--- src/hw/rtl/mrc_pkg.sv ---
// Shared types, constants and per-stage datapath functions for the mixed-radix index codec.
package mrc_pkg;

  // Grid limits
  localparam int unsigned MaxDims   = 4;
  localparam int unsigned CoordBits = 8;
  localparam int unsigned NumFields = 4;
  localparam int unsigned DimLim    = (MaxDims < NumFields) ? MaxDims : NumFields;

  // Field widths
  localparam int unsigned IdxBits  = 32;
  localparam int unsigned SizeBits = 9;
  localparam int unsigned DimBits  = 3;
  localparam int unsigned ProdBits = IdxBits + 1;
  localparam int unsigned SelBits  = $clog2(NumFields);

  // Pipeline shape: entry stage, division stages, final stage
  localparam int unsigned StepsPerStage = 8;
  localparam int unsigned StagesPerDiv  = IdxBits / StepsPerStage;
  localparam int unsigned NumDivs       = NumFields - 1;
  localparam int unsigned NumStages     = 1 + StagesPerDiv * NumDivs + 1;
  localparam int unsigned RangeStage    = NumFields;

  localparam logic [SizeBits-1:0] SizeCap = SizeBits'(1 << CoordBits);

  // Configuration register indexes
  typedef enum logic [2:0] {
    CfgNumDims   = 3'd0,
    CfgDimSize0  = 3'd1,
    CfgDimSize1  = 3'd2,
    CfgDimSize2  = 3'd3,
    CfgDimSize3  = 3'd4
  } cfg_idx_e;

  typedef struct packed {
    logic                 req_type;
    logic [IdxBits-1:0]   in_flat_index;
    logic [CoordBits-1:0] in_coord_0;
    logic [CoordBits-1:0] in_coord_1;
    logic [CoordBits-1:0] in_coord_2;
    logic [CoordBits-1:0] in_coord_3;
  } in_item_t;

  typedef struct packed {
    logic [IdxBits-1:0]   out_flat_index;
    logic [CoordBits-1:0] out_coord_0;
    logic [CoordBits-1:0] out_coord_1;
    logic [CoordBits-1:0] out_coord_2;
    logic [CoordBits-1:0] out_coord_3;
    logic                 out_of_range;
  } out_item_t;

  // Effective (clamped) configuration
  typedef struct packed {
    logic [DimBits-1:0]                  n;
    logic [NumFields-1:0][SizeBits-1:0]  size;
  } cfg_t;

  // Item state carried down the pipeline
  typedef struct packed {
    logic                                cmp;
    logic [IdxBits-1:0]                  idx;
    logic [IdxBits-1:0]                  q;
    logic [CoordBits-1:0]                rem;
    logic [NumFields-1:0][CoordBits-1:0] cin;
    logic [NumFields-1:0][CoordBits-1:0] cout;
    logic [IdxBits-1:0]                  flat;
    logic [ProdBits-1:0]                 prod;
    logic                                oor;
  } pipe_t;

  // Entry stage: load working registers, handle dimension zero of compose
  function automatic pipe_t entry_fn(in_item_t it, cfg_t cfg);
    pipe_t p;
    p.cmp    = it.req_type;
    p.idx    = it.in_flat_index;
    p.q      = it.in_flat_index;
    p.rem    = '0;
    p.cin[0] = it.in_coord_0;
    p.cin[1] = it.in_coord_1;
    p.cin[2] = it.in_coord_2;
    p.cin[3] = it.in_coord_3;
    p.cout   = '0;
    p.flat   = IdxBits'(it.in_coord_0);
    p.prod   = ProdBits'(cfg.size[0]);
    p.oor    = ({1'b0, it.in_coord_0} >= cfg.size[0]);
    return p;
  endfunction

  // One compose term and one stride product for a higher dimension
  function automatic pipe_t grid_fn(pipe_t p, cfg_t cfg, logic [SelBits-1:0] dim);
    pipe_t r;
    logic [SizeBits-1:0] s;
    r = p;
    s = cfg.size[dim];
    if ({1'b0, dim} < cfg.n) begin
      r.flat = p.flat + IdxBits'(p.cin[dim] * p.prod);
      r.oor  = p.oor | ({1'b0, p.cin[dim]} >= s);
      r.prod = ProdBits'(p.prod * s);
    end
    return r;
  endfunction

  // Decompose range check against the grid total
  function automatic pipe_t range_fn(pipe_t p);
    pipe_t r;
    r = p;
    if (!p.cmp) begin
      r.oor = ({1'b0, p.idx} >= p.prod);
    end
    return r;
  endfunction

  // Divisor for a division group; dims at or past the last used one divide by one
  function automatic logic [SizeBits-1:0] div_size(cfg_t cfg, logic [SelBits-1:0] g);
    logic [SizeBits-1:0] d;
    if (DimBits'(g) + DimBits'(1) < cfg.n) begin
      d = cfg.size[g];
    end else begin
      d = SizeBits'(1);
    end
    return d;
  endfunction

  // Restoring division, a few quotient bits per stage
  function automatic pipe_t div_fn(pipe_t p, logic [SizeBits-1:0] d, logic first,
                                   logic last, logic [SelBits-1:0] dim);
    pipe_t                r;
    logic [CoordBits-1:0] rm;
    logic [SizeBits-1:0]  r9;
    logic [IdxBits-1:0]   q;
    r  = p;
    rm = first ? '0 : p.rem;
    q  = p.q;
    for (int i = 0; i < StepsPerStage; i++) begin
      r9 = {rm, q[IdxBits-1]};
      q  = {q[IdxBits-2:0], 1'b0};
      if (r9 >= d) begin
        r9   = r9 - d;
        q[0] = 1'b1;
      end
      rm = r9[CoordBits-1:0];
    end
    r.rem = rm;
    r.q   = q;
    if (last) begin
      r.cout[dim] = rm;
    end
    return r;
  endfunction

  // Final stage: top coordinate takes the quotient, clear unused outputs
  function automatic pipe_t final_fn(pipe_t p, cfg_t cfg);
    pipe_t              r;
    logic [SelBits-1:0] top;
    r   = p;
    top = SelBits'(cfg.n - DimBits'(1));
    if (p.cmp) begin
      r.cout = '0;
    end else begin
      r.flat      = '0;
      r.cout[top] = p.q[CoordBits-1:0];
    end
    return r;
  endfunction

endpackage

--- src/hw/rtl/mrc_pipe_stage.sv ---
// One pipeline register stage with valid bit and backpressure.
module mrc_pipe_stage (
  input  logic           clk_i,
  input  logic           rst_ni,
  input  logic           valid_i,
  input  mrc_pkg::pipe_t data_i,
  output logic           ready_o,
  output logic           valid_o,
  output mrc_pkg::pipe_t data_o,
  input  logic           ready_i
);

  logic           valid_q;
  logic           valid_d;
  mrc_pkg::pipe_t data_q;

  // Stage takes a new item when empty or when its item moves on
  assign ready_o = !valid_q || ready_i;
  assign valid_d = ready_o ? valid_i : valid_q;

  always_ff @(posedge clk_i or negedge rst_ni) begin
    if (!rst_ni) begin
      valid_q <= 1'b0;
    end else begin
      valid_q <= valid_d;
    end
  end

  // Payload, no reset
  always_ff @(posedge clk_i) begin
    if (ready_o && valid_i) begin
      data_q <= data_i;
    end
  end

  assign valid_o = valid_q;
  assign data_o  = data_q;

endmodule

--- config.mk ---
export PLATFORM = sky130hd
export DESIGN_NAME = mrc_pipe_stage
export DESIGN_NICKNAME = d
export VERILOG_FILES = /design/src/hw/rtl/mrc_pkg.sv /design/src/hw/rtl/mrc_pipe_stage.sv
export SDC_FILE = /design/constraint.sdc
export NUM_CORES = 1
export LEC_CHECK = 0
export ABC_CLOCK_PERIOD_IN_PS = 2800
export BUFFER_PORTS_ARGS = -buffer_cell sky130_fd_sc_hd__buf_2
export CAP_MARGIN = 20
export CORE_AREA = 2 2 159 161
export CTS_CLUSTER_SIZE = 14
export DETAILED_ROUTE_END_ITERATION = 7
export DIE_AREA = 0 0 161 163
export GPL_TIMING_DRIVEN = 0
export REMOVE_ABC_BUFFERS = 1
export SLEW_MARGIN = 0
export SYNTH_ARGS = -nofsm -noshare
export SYNTH_HDL_FRONTEND = slang
export SYNTH_SLANG_ARGS = --single-unit
--- constraint.sdc ---
create_clock -name clk_i -period 2.8 [get_ports clk_i]
set_input_delay 0.56 -clock clk_i [delete_from_list [all_inputs] [get_ports clk_i]]
set_output_delay 0.56 -clock clk_i [all_outputs]
set_load 0.05 [all_outputs]
### Yosys cells after proc, flatten, opt, wreduce, memory -nomap -nowiden

Cells that the tools add are included.

* equality and inequality tests: 0
* bitwise logic cells: 0
* reductions and logical operators: 3
* shifts and indexed selects: 0
* multiply operators: 0
* mux-type cells: 0
* $lt $le $gt $ge: 0
* add/sub/neg operators: 0
* div/mod/pow operators: 0

Operator list (count)
* $logic_and 1x1->1: 1
* $logic_not 1->1: 1
* $logic_or 1x1->1: 1

* input port bits: 207
* memories kept: 0
* bits in latches: 0
* bits in read-only memories: 0
* register bits: 204
* word-level logic and storage cells: 19
* memory bits (writable): 0
* output and inout port bits: 205

### Longest topological paths before layout

* depth after elaboration: 3
* gate-level depth with buffers: 2
* depth with buffers taken out: 2

### Worst setup path after synthesis

OpenSTA, ideal clock, no wires.

* kind: register to register
* start: register valid_q, in the netlist valid_o
* end: register data_q (netlist bit data_o[0]) (enable)
* buffers on the path: 0
* arrival: 2.329 ns
* clock period less this slack: 2.753 ns
* library setup time: 0.424 ns
* required time: 2.376 ns
* cell stages (with the launch flop): 3
* path slack: 0.047 ns
* cells stage by stage: dfrtp_1 -> nand2b_4 -> and2_4

* longest elaborated chain between the ends: 3

Ends and longest elaborated chain
* from (decl): line mrc_pipe_stage.sv:13 `logic valid_q;`
* from (signal assigned): line mrc_pipe_stage.sv:25 `valid_q <= valid_d;`
* $logic_not 1->1: line mrc_pipe_stage.sv:18 `assign ready_o = !valid_q || ready_i;`
* $logic_or 1x1->1: line mrc_pipe_stage.sv:18
* named net ready_o: line mrc_pipe_stage.sv:7 `output logic ready_o,`
* $logic_and 1x1->1: line mrc_pipe_stage.sv:31 `if (ready_o && valid_i) begin`
* to (signal assigned): line mrc_pipe_stage.sv:32 `data_q <= data_i;`
* to (decl): line mrc_pipe_stage.sv:15 `mrc_pkg::pipe_t data_q;`

The timed path passes the listed nets, and every way through them passes these cells.
A chain may end at the register's enable or synchronous reset.

### Worst setup path in the final report

* start: register valid_q, in the netlist valid_o
* end: register data_q (netlist bit data_o[130]) (enable)

* longest elaborated chain between the ends: 3

Ends and longest elaborated chain (line)
* $logic_not 1->1: mrc_pipe_stage.sv:18
* $logic_or 1x1->1: mrc_pipe_stage.sv:18
* $logic_and 1x1->1: mrc_pipe_stage.sv:31

No other way between the ends.

==> results_dict.tcl <==
set metrics [dict create \
    outcome "complete, no violations" \
    final_common_cell "buf_2" \
    htreeDepth 1 \
    start_util_pct 24.9 \
    netlist_instances 207 \
    clkSinkCount 204 \
    drt_iter0_markers 230 \
    yosysTopAreaCellShare_pct 99.1 \
    clock_latency_ps 490 \
    netlist_area_um2 6150 \
    min_period_ps 1870 \
    port_buffers 411 \
    path_class "register to register" \
    cts_resized 0 \
    cts_tree "done" \
    netlist-cell-type-count 5 \
    clock_path_buffers 3 \
    synth_area_per_cell_um2 29.7 \
    rr_worst_depth 4 \
    synth.top_cells.by_area "edfxtp_1 (99%), dfrtp_1 (0.41%), nand2b_4 (0.22%)" \
    via_count 3780 \
    antenna_left 0 \
    slew_headroom_pct 74.8 \
    final_nets 854 \
    clockRootBuffer "clkbuf_16" \
    wl_per_cell_um 16.1 \
    io_pins 412 \
    fmax_ghz 0.535 \
    grt_pass1_vias 3898 \
    grt_overflow 0 \
    worstSetupEndpointType "register" \
    core_area_um2 24700 \
    hold_viol 0 \
    netlist.top_cell.by_area "edfxtp_1" \
    grt_usage_pct 11.3 \
    firstDrtPassIters 4 \
    holdWs_ps 236 \
    ir_worst_vdd_uv 443 \
    die_w_um 161 \
    rows 58 \
    grt_max_degree 74 \
    ys_ff_latch 204 \
    drv_slew 0 \
    rsz0062_at_grt "no" \
    arrival_ps 2030 \
    hold_path.class "primary input to register" \
    grt_pass1_wl_um 22300 \
    gp_congestion 0.751 \
    die_area_um2 26200 \
    period_share_pct 66.7 \
    final_cell_mix "buf_2 (411), edfxtp_1 (203), clkbuf_16 (23)" \
    p_total_mw 7.30 \
    finClkSkew_ps 8.85 \
    synth_warnings 0 \
    ys_seq_area_share_pct 99.5 \
    ctsHoldBuffers 1 \
    setup_viol 0 \
    antenna_found_initial 5 \
    die_height_um 163 \
    drive_above_1_share_pct 67.5 \
    cts_setup_buffers 0 \
    drc_errors 0 \
    wl_um 16000 \
    cts_inserted_buffers 23 \
    dp.cells 951 \
    cts.clk_slew.worst_paths_ps 60 \
    synthToLayoutAreaGrowth_pct 52.9 \
    tightest_slew_ps 378 \
    worst_setup_path_start_kind "register" \
    cap_violations 0 \
    power.density_nw_per_um2 776 \
    required_ps 2960 \
    cp_max_fo 61 \
    holdPathStages 1 \
    leakagePower_nw 3.95 \
    avgViaCountPerCell 3.80 \
    stdcell_count 995 \
    fill_cells 2377 \
    final_util_pct 38.1 \
]
Yosys cell counts (all sizes together):
cell type	n
nand2b	2
edfxtp	203
and2	1
dfrtp	1
worst paths after layout:
kind                             from     endpoint  slack [ps]
setup / recovery              valid_o  data_o[130]         930
hold / removal             data_i[18]   data_o[18]         240
setup reg to reg              valid_o  data_o[130]         930
hold reg to reg               valid_o      valid_o         560
max in group asynchronous      rst_ni      valid_o        2300
min in group asynchronous      rst_ni      valid_o         410
worst max-delay path, stage by stage, from the launching register on:
cell	delay (ps)
dfrtp_1	400
nand2b_4	80
and2_4	370
buf_16	290
buf_16	310
through the flow:
stage / TNS [ps] / setup slack [ps] / area [µm²]
2_1_floorplan: 0 / 47.1 / 6150
3_3_place_gp: -73180 / -378 / 8620
3_5_place_dp: 0 / 650 / 8700
4_1_cts: 0 / 913 / 9400
5_1_grt: 0 / 829 / 9400
6_report: 0 / 932 / 9400
power breakdown:
part / total, mW / switching, mW / internal (mW)
clock network: 2.73 / 1.14 / 1.59
logic: 0.968 / 0.747 / 0.221
registers: 3.60 / 0.0383 / 3.56
sequential cells by signal, summed over array words and instances, names as in the netlist:
name	cells
data_o	203
valid_o	1
routing by layer:
metal,share of wire [%],global-route usage [%],up-vias
met5,0.075,0,-
met4,2.8,4.22,2
met3,12,5.32,39
met2,51,20.3,259
met1,34,11.4,1750
li1,-,-,1730
logic make-up (layout without fill, tap and decap cells):
logic type	count (synthesis)	count (layout)	share of synthesized area [%]
flops	204	204	99.5
other cells	0	3	0
buf+inv	0	455	0
simple gates	3	3	0.468
layout make-up:
type	instances	area, µm²	share of cell area (%)
clock inverter	13	92.6	0.985
antenna	3	7.51	0.0798
clock buffer	27	591	6.28
timing repair buffer	415	2150	22.9
multi-input combinational	3	28.8	0.306
sequential	204	6120	65.1
tap	330	413	4.39
No activity file was read; power rests on OpenSTA's default activity.
