`config.mk`:
```
export PLATFORM = sky130hd
export DESIGN_NAME = mrc_cfg_regs
export DESIGN_NICKNAME = d
export VERILOG_FILES = /design/src/hw/rtl/mrc_pkg.sv /design/src/hw/rtl/mrc_cfg_regs.sv
export SDC_FILE = /design/constraint.sdc
export NUM_CORES = 1
export LEC_CHECK = 0
export ABC_AREA = 1
export BUFFER_PORTS_ARGS = -buffer_cell sky130_fd_sc_hd__buf_2
export CORE_MARGIN = 2
export CORE_UTILIZATION = 52
export CTS_CLUSTER_DIAMETER = 60
export CTS_CLUSTER_SIZE = 40
export DETAILED_ROUTE_END_ITERATION = 6
export HOLD_SLACK_MARGIN = 0.03
export MAX_ROUTING_LAYER = met4
export PLACE_DENSITY_LB_ADDON = 0.15
export SLEW_MARGIN = 0
export SYNTH_ARGS = -nofsm -noshare
export SYNTH_HDL_FRONTEND = slang
export SYNTH_SLANG_ARGS = --single-unit
export TNS_END_PERCENT = 5
```
`constraint.sdc`:
```
create_clock -name clk_i -period 1.1 [get_ports clk_i]
set_clock_uncertainty 0.05 [all_clocks]
set_input_delay 0.055 -clock clk_i [delete_from_list [all_inputs] [get_ports clk_i]]
set_output_delay 0.055 -clock clk_i [all_outputs]
set_load 0.03 [all_outputs]
```
`src/hw/rtl/mrc_pkg.sv`:
```
// Shared types, constants and per-stage datapath functions for the mixed-radix index codec.
package mrc_pkg;

  // Grid limits
  localparam int unsigned MaxDims   = 4;
  localparam int unsigned CoordBits = 8;
  localparam int unsigned NumFields = 4;
  localparam int unsigned DimLim    = (MaxDims < NumFields) ? MaxDims : NumFields;

  // Field widths
  localparam int unsigned IdxBits  = 32;
  localparam int unsigned SizeBits = 9;
  localparam int unsigned DimBits  = 3;
  localparam int unsigned ProdBits = IdxBits + 1;
  localparam int unsigned SelBits  = $clog2(NumFields);

  // Pipeline shape: entry stage, division stages, final stage
  localparam int unsigned StepsPerStage = 8;
  localparam int unsigned StagesPerDiv  = IdxBits / StepsPerStage;
  localparam int unsigned NumDivs       = NumFields - 1;
  localparam int unsigned NumStages     = 1 + StagesPerDiv * NumDivs + 1;
  localparam int unsigned RangeStage    = NumFields;

  localparam logic [SizeBits-1:0] SizeCap = SizeBits'(1 << CoordBits);

  // Configuration register indexes
  typedef enum logic [2:0] {
    CfgNumDims   = 3'd0,
    CfgDimSize0  = 3'd1,
    CfgDimSize1  = 3'd2,
    CfgDimSize2  = 3'd3,
    CfgDimSize3  = 3'd4
  } cfg_idx_e;

  typedef struct packed {
    logic                 req_type;
    logic [IdxBits-1:0]   in_flat_index;
    logic [CoordBits-1:0] in_coord_0;
    logic [CoordBits-1:0] in_coord_1;
    logic [CoordBits-1:0] in_coord_2;
    logic [CoordBits-1:0] in_coord_3;
  } in_item_t;

  typedef struct packed {
    logic [IdxBits-1:0]   out_flat_index;
    logic [CoordBits-1:0] out_coord_0;
    logic [CoordBits-1:0] out_coord_1;
    logic [CoordBits-1:0] out_coord_2;
    logic [CoordBits-1:0] out_coord_3;
    logic                 out_of_range;
  } out_item_t;

  // Effective (clamped) configuration
  typedef struct packed {
    logic [DimBits-1:0]                  n;
    logic [NumFields-1:0][SizeBits-1:0]  size;
  } cfg_t;

  // Item state carried down the pipeline
  typedef struct packed {
    logic                                cmp;
    logic [IdxBits-1:0]                  idx;
    logic [IdxBits-1:0]                  q;
    logic [CoordBits-1:0]                rem;
    logic [NumFields-1:0][CoordBits-1:0] cin;
    logic [NumFields-1:0][CoordBits-1:0] cout;
    logic [IdxBits-1:0]                  flat;
    logic [ProdBits-1:0]                 prod;
    logic                                oor;
  } pipe_t;

  // Entry stage: load working registers, handle dimension zero of compose
  function automatic pipe_t entry_fn(in_item_t it, cfg_t cfg);
    pipe_t p;
    p.cmp    = it.req_type;
    p.idx    = it.in_flat_index;
    p.q      = it.in_flat_index;
    p.rem    = '0;
    p.cin[0] = it.in_coord_0;
    p.cin[1] = it.in_coord_1;
    p.cin[2] = it.in_coord_2;
    p.cin[3] = it.in_coord_3;
    p.cout   = '0;
    p.flat   = IdxBits'(it.in_coord_0);
    p.prod   = ProdBits'(cfg.size[0]);
    p.oor    = ({1'b0, it.in_coord_0} >= cfg.size[0]);
    return p;
  endfunction

  // One compose term and one stride product for a higher dimension
  function automatic pipe_t grid_fn(pipe_t p, cfg_t cfg, logic [SelBits-1:0] dim);
    pipe_t r;
    logic [SizeBits-1:0] s;
    r = p;
    s = cfg.size[dim];
    if ({1'b0, dim} < cfg.n) begin
      r.flat = p.flat + IdxBits'(p.cin[dim] * p.prod);
      r.oor  = p.oor | ({1'b0, p.cin[dim]} >= s);
      r.prod = ProdBits'(p.prod * s);
    end
    return r;
  endfunction

  // Decompose range check against the grid total
  function automatic pipe_t range_fn(pipe_t p);
    pipe_t r;
    r = p;
    if (!p.cmp) begin
      r.oor = ({1'b0, p.idx} >= p.prod);
    end
    return r;
  endfunction

  // Divisor for a division group; dims at or past the last used one divide by one
  function automatic logic [SizeBits-1:0] div_size(cfg_t cfg, logic [SelBits-1:0] g);
    logic [SizeBits-1:0] d;
    if (DimBits'(g) + DimBits'(1) < cfg.n) begin
      d = cfg.size[g];
    end else begin
      d = SizeBits'(1);
    end
    return d;
  endfunction

  // Restoring division, a few quotient bits per stage
  function automatic pipe_t div_fn(pipe_t p, logic [SizeBits-1:0] d, logic first,
                                   logic last, logic [SelBits-1:0] dim);
    pipe_t                r;
    logic [CoordBits-1:0] rm;
    logic [SizeBits-1:0]  r9;
    logic [IdxBits-1:0]   q;
    r  = p;
    rm = first ? '0 : p.rem;
    q  = p.q;
    for (int i = 0; i < StepsPerStage; i++) begin
      r9 = {rm, q[IdxBits-1]};
      q  = {q[IdxBits-2:0], 1'b0};
      if (r9 >= d) begin
        r9   = r9 - d;
        q[0] = 1'b1;
      end
      rm = r9[CoordBits-1:0];
    end
    r.rem = rm;
    r.q   = q;
    if (last) begin
      r.cout[dim] = rm;
    end
    return r;
  endfunction

  // Final stage: top coordinate takes the quotient, clear unused outputs
  function automatic pipe_t final_fn(pipe_t p, cfg_t cfg);
    pipe_t              r;
    logic [SelBits-1:0] top;
    r   = p;
    top = SelBits'(cfg.n - DimBits'(1));
    if (p.cmp) begin
      r.cout = '0;
    end else begin
      r.flat      = '0;
      r.cout[top] = p.q[CoordBits-1:0];
    end
    return r;
  endfunction

endpackage

```
`src/hw/rtl/mrc_cfg_regs.sv`:
```
// Configuration registers with clamping to effective dimension count and sizes.
module mrc_cfg_regs (
  input  logic                         clk_i,
  input  logic                         rst_ni,
  input  logic                         cfg_we_i,
  input  logic [2:0]                   cfg_idx_i,
  input  logic [mrc_pkg::SizeBits-1:0] cfg_wdata_i,
  output mrc_pkg::cfg_t                cfg_o
);

  logic [mrc_pkg::DimBits-1:0]                           num_dims_q;
  logic [mrc_pkg::NumFields-1:0][mrc_pkg::SizeBits-1:0]  dim_size_q;

  // Register writes; unknown indexes are dropped
  always_ff @(posedge clk_i or negedge rst_ni) begin
    if (!rst_ni) begin
      num_dims_q <= mrc_pkg::DimBits'(1);
      for (int i = 0; i < mrc_pkg::NumFields; i++) begin
        dim_size_q[i] <= mrc_pkg::SizeBits'(1);
      end
    end else if (cfg_we_i) begin
      case (cfg_idx_i)
        mrc_pkg::CfgNumDims:  num_dims_q    <= cfg_wdata_i[mrc_pkg::DimBits-1:0];
        mrc_pkg::CfgDimSize0: dim_size_q[0] <= cfg_wdata_i;
        mrc_pkg::CfgDimSize1: dim_size_q[1] <= cfg_wdata_i;
        mrc_pkg::CfgDimSize2: dim_size_q[2] <= cfg_wdata_i;
        mrc_pkg::CfgDimSize3: dim_size_q[3] <= cfg_wdata_i;
        default: ;
      endcase
    end
  end

  // Clamp: zero means one, too large saturates
  always_comb begin
    if (num_dims_q == '0) begin
      cfg_o.n = mrc_pkg::DimBits'(1);
    end else if (num_dims_q > mrc_pkg::DimBits'(mrc_pkg::DimLim)) begin
      cfg_o.n = mrc_pkg::DimBits'(mrc_pkg::DimLim);
    end else begin
      cfg_o.n = num_dims_q;
    end
    for (int i = 0; i < mrc_pkg::NumFields; i++) begin
      if (dim_size_q[i] == '0) begin
        cfg_o.size[i] = mrc_pkg::SizeBits'(1);
      end else if (dim_size_q[i] > mrc_pkg::SizeCap) begin
        cfg_o.size[i] = mrc_pkg::SizeCap;
      end else begin
        cfg_o.size[i] = dim_size_q[i];
      end
    end
  end

endmodule

```
After elaboration in Yosys (flattened, before gate mapping). Cells that the tools add are included.

Muxes and demuxes: 10. Bitwise operators: 0. Shifts and indexed selects: 0. Add/sub/neg operators: 0. Reduce and logical (&&, ||, !) cells: 11. $lt $le $gt $ge: 5. Divide/modulo/power cells: 0. Multipliers: 0. Eq/ne operators: 4.

Operators by type and width (number): 9-bit 2-to-1 mux (8); 9-bit > comparator (second input constant) (4); 9-bit zero test (4); 2-bit AND reduction (5); 3-bit by 2-bit equality test with 1-bit output (second input constant) (2); 3-bit zero test (2); 3-bit 2-to-1 mux (2); 3-bit by 1-bit equality test with 1-bit output (second input constant) (1); 3-bit equality test (second input constant) (1); 3-bit > comparator (second input constant) (1).

Bits in latches: 0. Input port bits: 15. Bits in read-only memories: 0. Memories kept: 0. Register bits after elaboration: 39. Output and inout bits: 39. RAM bits: 0.

Depth between registers and ports, before layout.
Depth in word-level cells: 3. Depth in mapped cells: 6.

Worst setup path before layout. No wires, ideal clock.

Path type: reg2out. From: register dim_size_q[22] (netlist name). To: output port cfg_o[19] (netlist name). Data arrival time: 1.271 ns. Path slack: -0.276 ns. Data required time: 0.995 ns. Cell stages (with the launch flop): 6. Path through: dfrtp_1 nor2_1 nand2_1 o21ai_0 inv_1 nor2_1.

RTL lines: start, declared (line mrc_cfg_regs.sv:12) `logic [mrc_pkg::NumFields-1:0][mrc_pkg::SizeBits-1:0] dim_size_q;`; start signal, assigned by index (line mrc_cfg_regs.sv:19) `dim_size_q[i] <= mrc_pkg::SizeBits'(1);`; end, declared (line mrc_cfg_regs.sv:8) `output mrc_pkg::cfg_t cfg_o`.

==> flow_summary.json <==
{
  "status": "finished with violations",
  "violations": "setup timing",
  "drc_errors": 0,
  "gp_congestion": 0.757,
  "clockBufferDepth": 2,
  "total_power_mw": 5.84,
  "crit_arrival_ns": 1.42,
  "min_from": "cfg_wdata_i[6]",
  "worst_pin_slew_ns": 0.293,
  "dr_wl_met3_um": 130,
  "synth-seq-cells": 39,
  "final_nets": 346,
  "initial_utilization_pct": 54.3,
  "instances_no_fill": 380,
  "drv_cap": 0,
  "die-area_mm2": 0.00436,
  "fin_crit_ns": 1.53,
  "cp-end-kind": "output port",
  "whs_endpoint": "dim_size_q[24]",
  "fmax_ghz": 0.655,
  "wirelength_um": 4380,
  "grt_setup_unrepaired": "yes",
  "setup_viol": 33,
  "netlist_area_mm2": 0.00200,
  "syn_nets": 265,
  "path_max_fanout": 7,
  "detail_route.first_pass.iterations": 6,
  "io_pins": 54,
  "grt_max_degree": 23,
  "r2r_start": "dim_size_q[21]",
  "finalSetupTns_ns": -9.18,
  "fin_crit_sh_pct": 139,
  "holdWs_ns": 0.0718,
  "overflow": 0,
  "slew-limit-headroom_pct": 80.4,
  "dp_hpwl_um": 3140,
  "wl_met1_um": 1960,
  "via_count": 1773,
  "path_clk_slew_ns": 0.07,
  "root_buffer": "clkbuf_8",
  "drt_iter0_markers": 89,
  "worst-setup-path-type": "reg -> out",
  "place_ws_ns": -0.206,
  "max-vdd-ir-drop_mv": 1.44,
  "wl_met2_um": 2270,
  "highest_layer": "met4",
  "cts_tree": "built",
  "crit_path_start_kind": "register",
  "synth.distinct_cells": 15,
  "hold_viol": 0,
  "port_buffers": 53,
  "finalWorstSetupSlack_ns": -0.426,
  "post-route-util_pct": 79.6,
  "layout-drive-gt1-share_pct": 45.2,
  "cts_buffers": 5,
  "netlist_instances": 250,
  "critPathRequiredTime_ns": 1.00,
  "htreeDepth": 2,
  "regToRegSetupSlack_ns": 0.16,
  "yosysWarnings": 0,
  "hold_path_depth": 3,
  "slew_violations": 0,
  "row_count": 22,
  "power_density_mw_per_mm2": 1990,
  "worstHoldPathType": "in -> reg",
  "cts.sinks": 39,
  "groute.usage.overall_pct": 24.5,
  "grt_pass1_wl_um": 7620,
  "syn_area_per_cell_um2": 8.01,
  "dpl_cell_area_mm2": 0.00260,
  "core_mm2": 0.00369,
  "die_h_um": 66.0,
  "worstRegToRegCells": 4,
  "ant_nets": 0,
  "p_leak_nw": 1.55,
  "drt-vias-per-instance": 4.67,
  "design_area_mm2": 0.00294,
  "dp.cells": 370,
  "r2r_end": "dim_size_q[21]",
  "area_growth_pct": 46.8,
  "ys_seq_area_share_pct": 49.1,
  "antenna_found_initial": 0,
  "die_w_um": 66.0,
  "clock_latency_ns": 0.28,
  "routedWlPerCell_um": 11.5,
  "diodes": 0,
  "first_global_vias": 1714
}
## registers in the layout (all words and copies together) (netlist names)
signal and count:
num_dims_q 3, dim_size_q 36
## worst max-delay path: stages, from the launching register on
cell	delay, ns
dfrtp_1	0.39
nor2_1	0.13
nand2_1	0.09
o21ai_2	0.18
inv_4	0.12
nor2_4	0.10
buf_6	0.13
## power breakdown
group / leakage (nW) / internal (mW) / total, mW / switching (mW)
clock: 0.0654 / 0.906 / 1.37 / 0.468
sequential: 0.479 / 1.73 / 1.90 / 0.174
combinational: 1.00 / 1.09 / 2.56 / 1.47
## final cells by class
class                           instances  area [um2]
Clock inverter                          2        60.1
Fill cell                             266         751
Timing Repair Buffer                   84         698
Inverter                               46         175
Multi-Input combinational cell        155         888
Tap cell                               48        60.1
Clock buffer                            6        72.6
Sequential cell                        39         983
## cells in the mapped netlist
cell type / number / share of area, %
clkbuf_1: 6 / 1.1
o21ai_1: 14 / 3.5
inv_1: 46 / 8.6
dfrtp_1: 34 / 43
o21ai_2: 22 / 9.6
buf_6: 4 / 2.2
nand2_1: 56 / 10
nand3b_4: 2 / 2.0
nand3_4: 1 / 0.88
nand3_2: 1 / 0.50
nand3_1: 4 / 1.0
nor2_1: 50 / 9.4
dfstp_2: 5 / 6.6
o21ai_0: 4 / 1.0
nor2_4: 1 / 0.56
## cell families after synthesis
group	count (synthesis)	share of synthesized area, %
flip-flops	39	49.1
AND/OR/NAND/NOR	115	24.8
buffers and inverters	56	12.0
AO/OA/AOI/OAI	40	14.1
## layout by cell type (no fill, tap or decap), types with 2 or more instances in the layout
cell type | Yosys | final
buf_12 | 0 | 2
clkbuf_8 | 0 | 5
dfrtp_1 | 34 | 33
nand2_1 | 56 | 56
buf_4 | 0 | 36
o21ai_0 | 4 | 3
nand3_1 | 4 | 4
nor2_4 | 1 | 10
dfstp_2 | 5 | 5
o21ai_1 | 14 | 14
o21ai_2 | 22 | 23
nand3b_4 | 2 | 2
inv_1 | 46 | 44
buf_2 | 0 | 20
bufinv_16 | 0 | 2
nor2_2 | 0 | 15
nor2_1 | 50 | 26
buf_6 | 4 | 24
## routing by layer
layer	track usage (%)	up-vias
met5	-	-
met4	6.63	0
met3	5.28	2
met2	41.3	38
met1	30.1	814
li1	-	919
## worst max path at each step
stage,startpoint,to,slack (ns),cells past startpoint
floorplan,dim_size_q[9],cfg_o[11],-0.07,5
global placement,dim_size_q[27],cfg_o[29],-0.18,6
detailed placement,dim_size_q[9],cfg_o[14],-0.21,6
CTS,dim_size_q[21],cfg_o[22],-0.45,6
global route,dim_size_q[10],cfg_o[14],-0.51,6
finish,dim_size_q[20],cfg_o[23],-0.43,6
## what timing repair did
| item | 4_1_cts | 5_1_grt |
|---|---|---|
| pin swaps | 15 | 3 |
| setup buffers | 1 | 0 |
| gates resized for setup | 61 | 3 |
| endpoints found under the hold margin | 39 | 0 |
| hold buffers | 1 | 0 |
| setup endpoints to repair | 35 | 37 |
(Power assumes the default switching activity.)
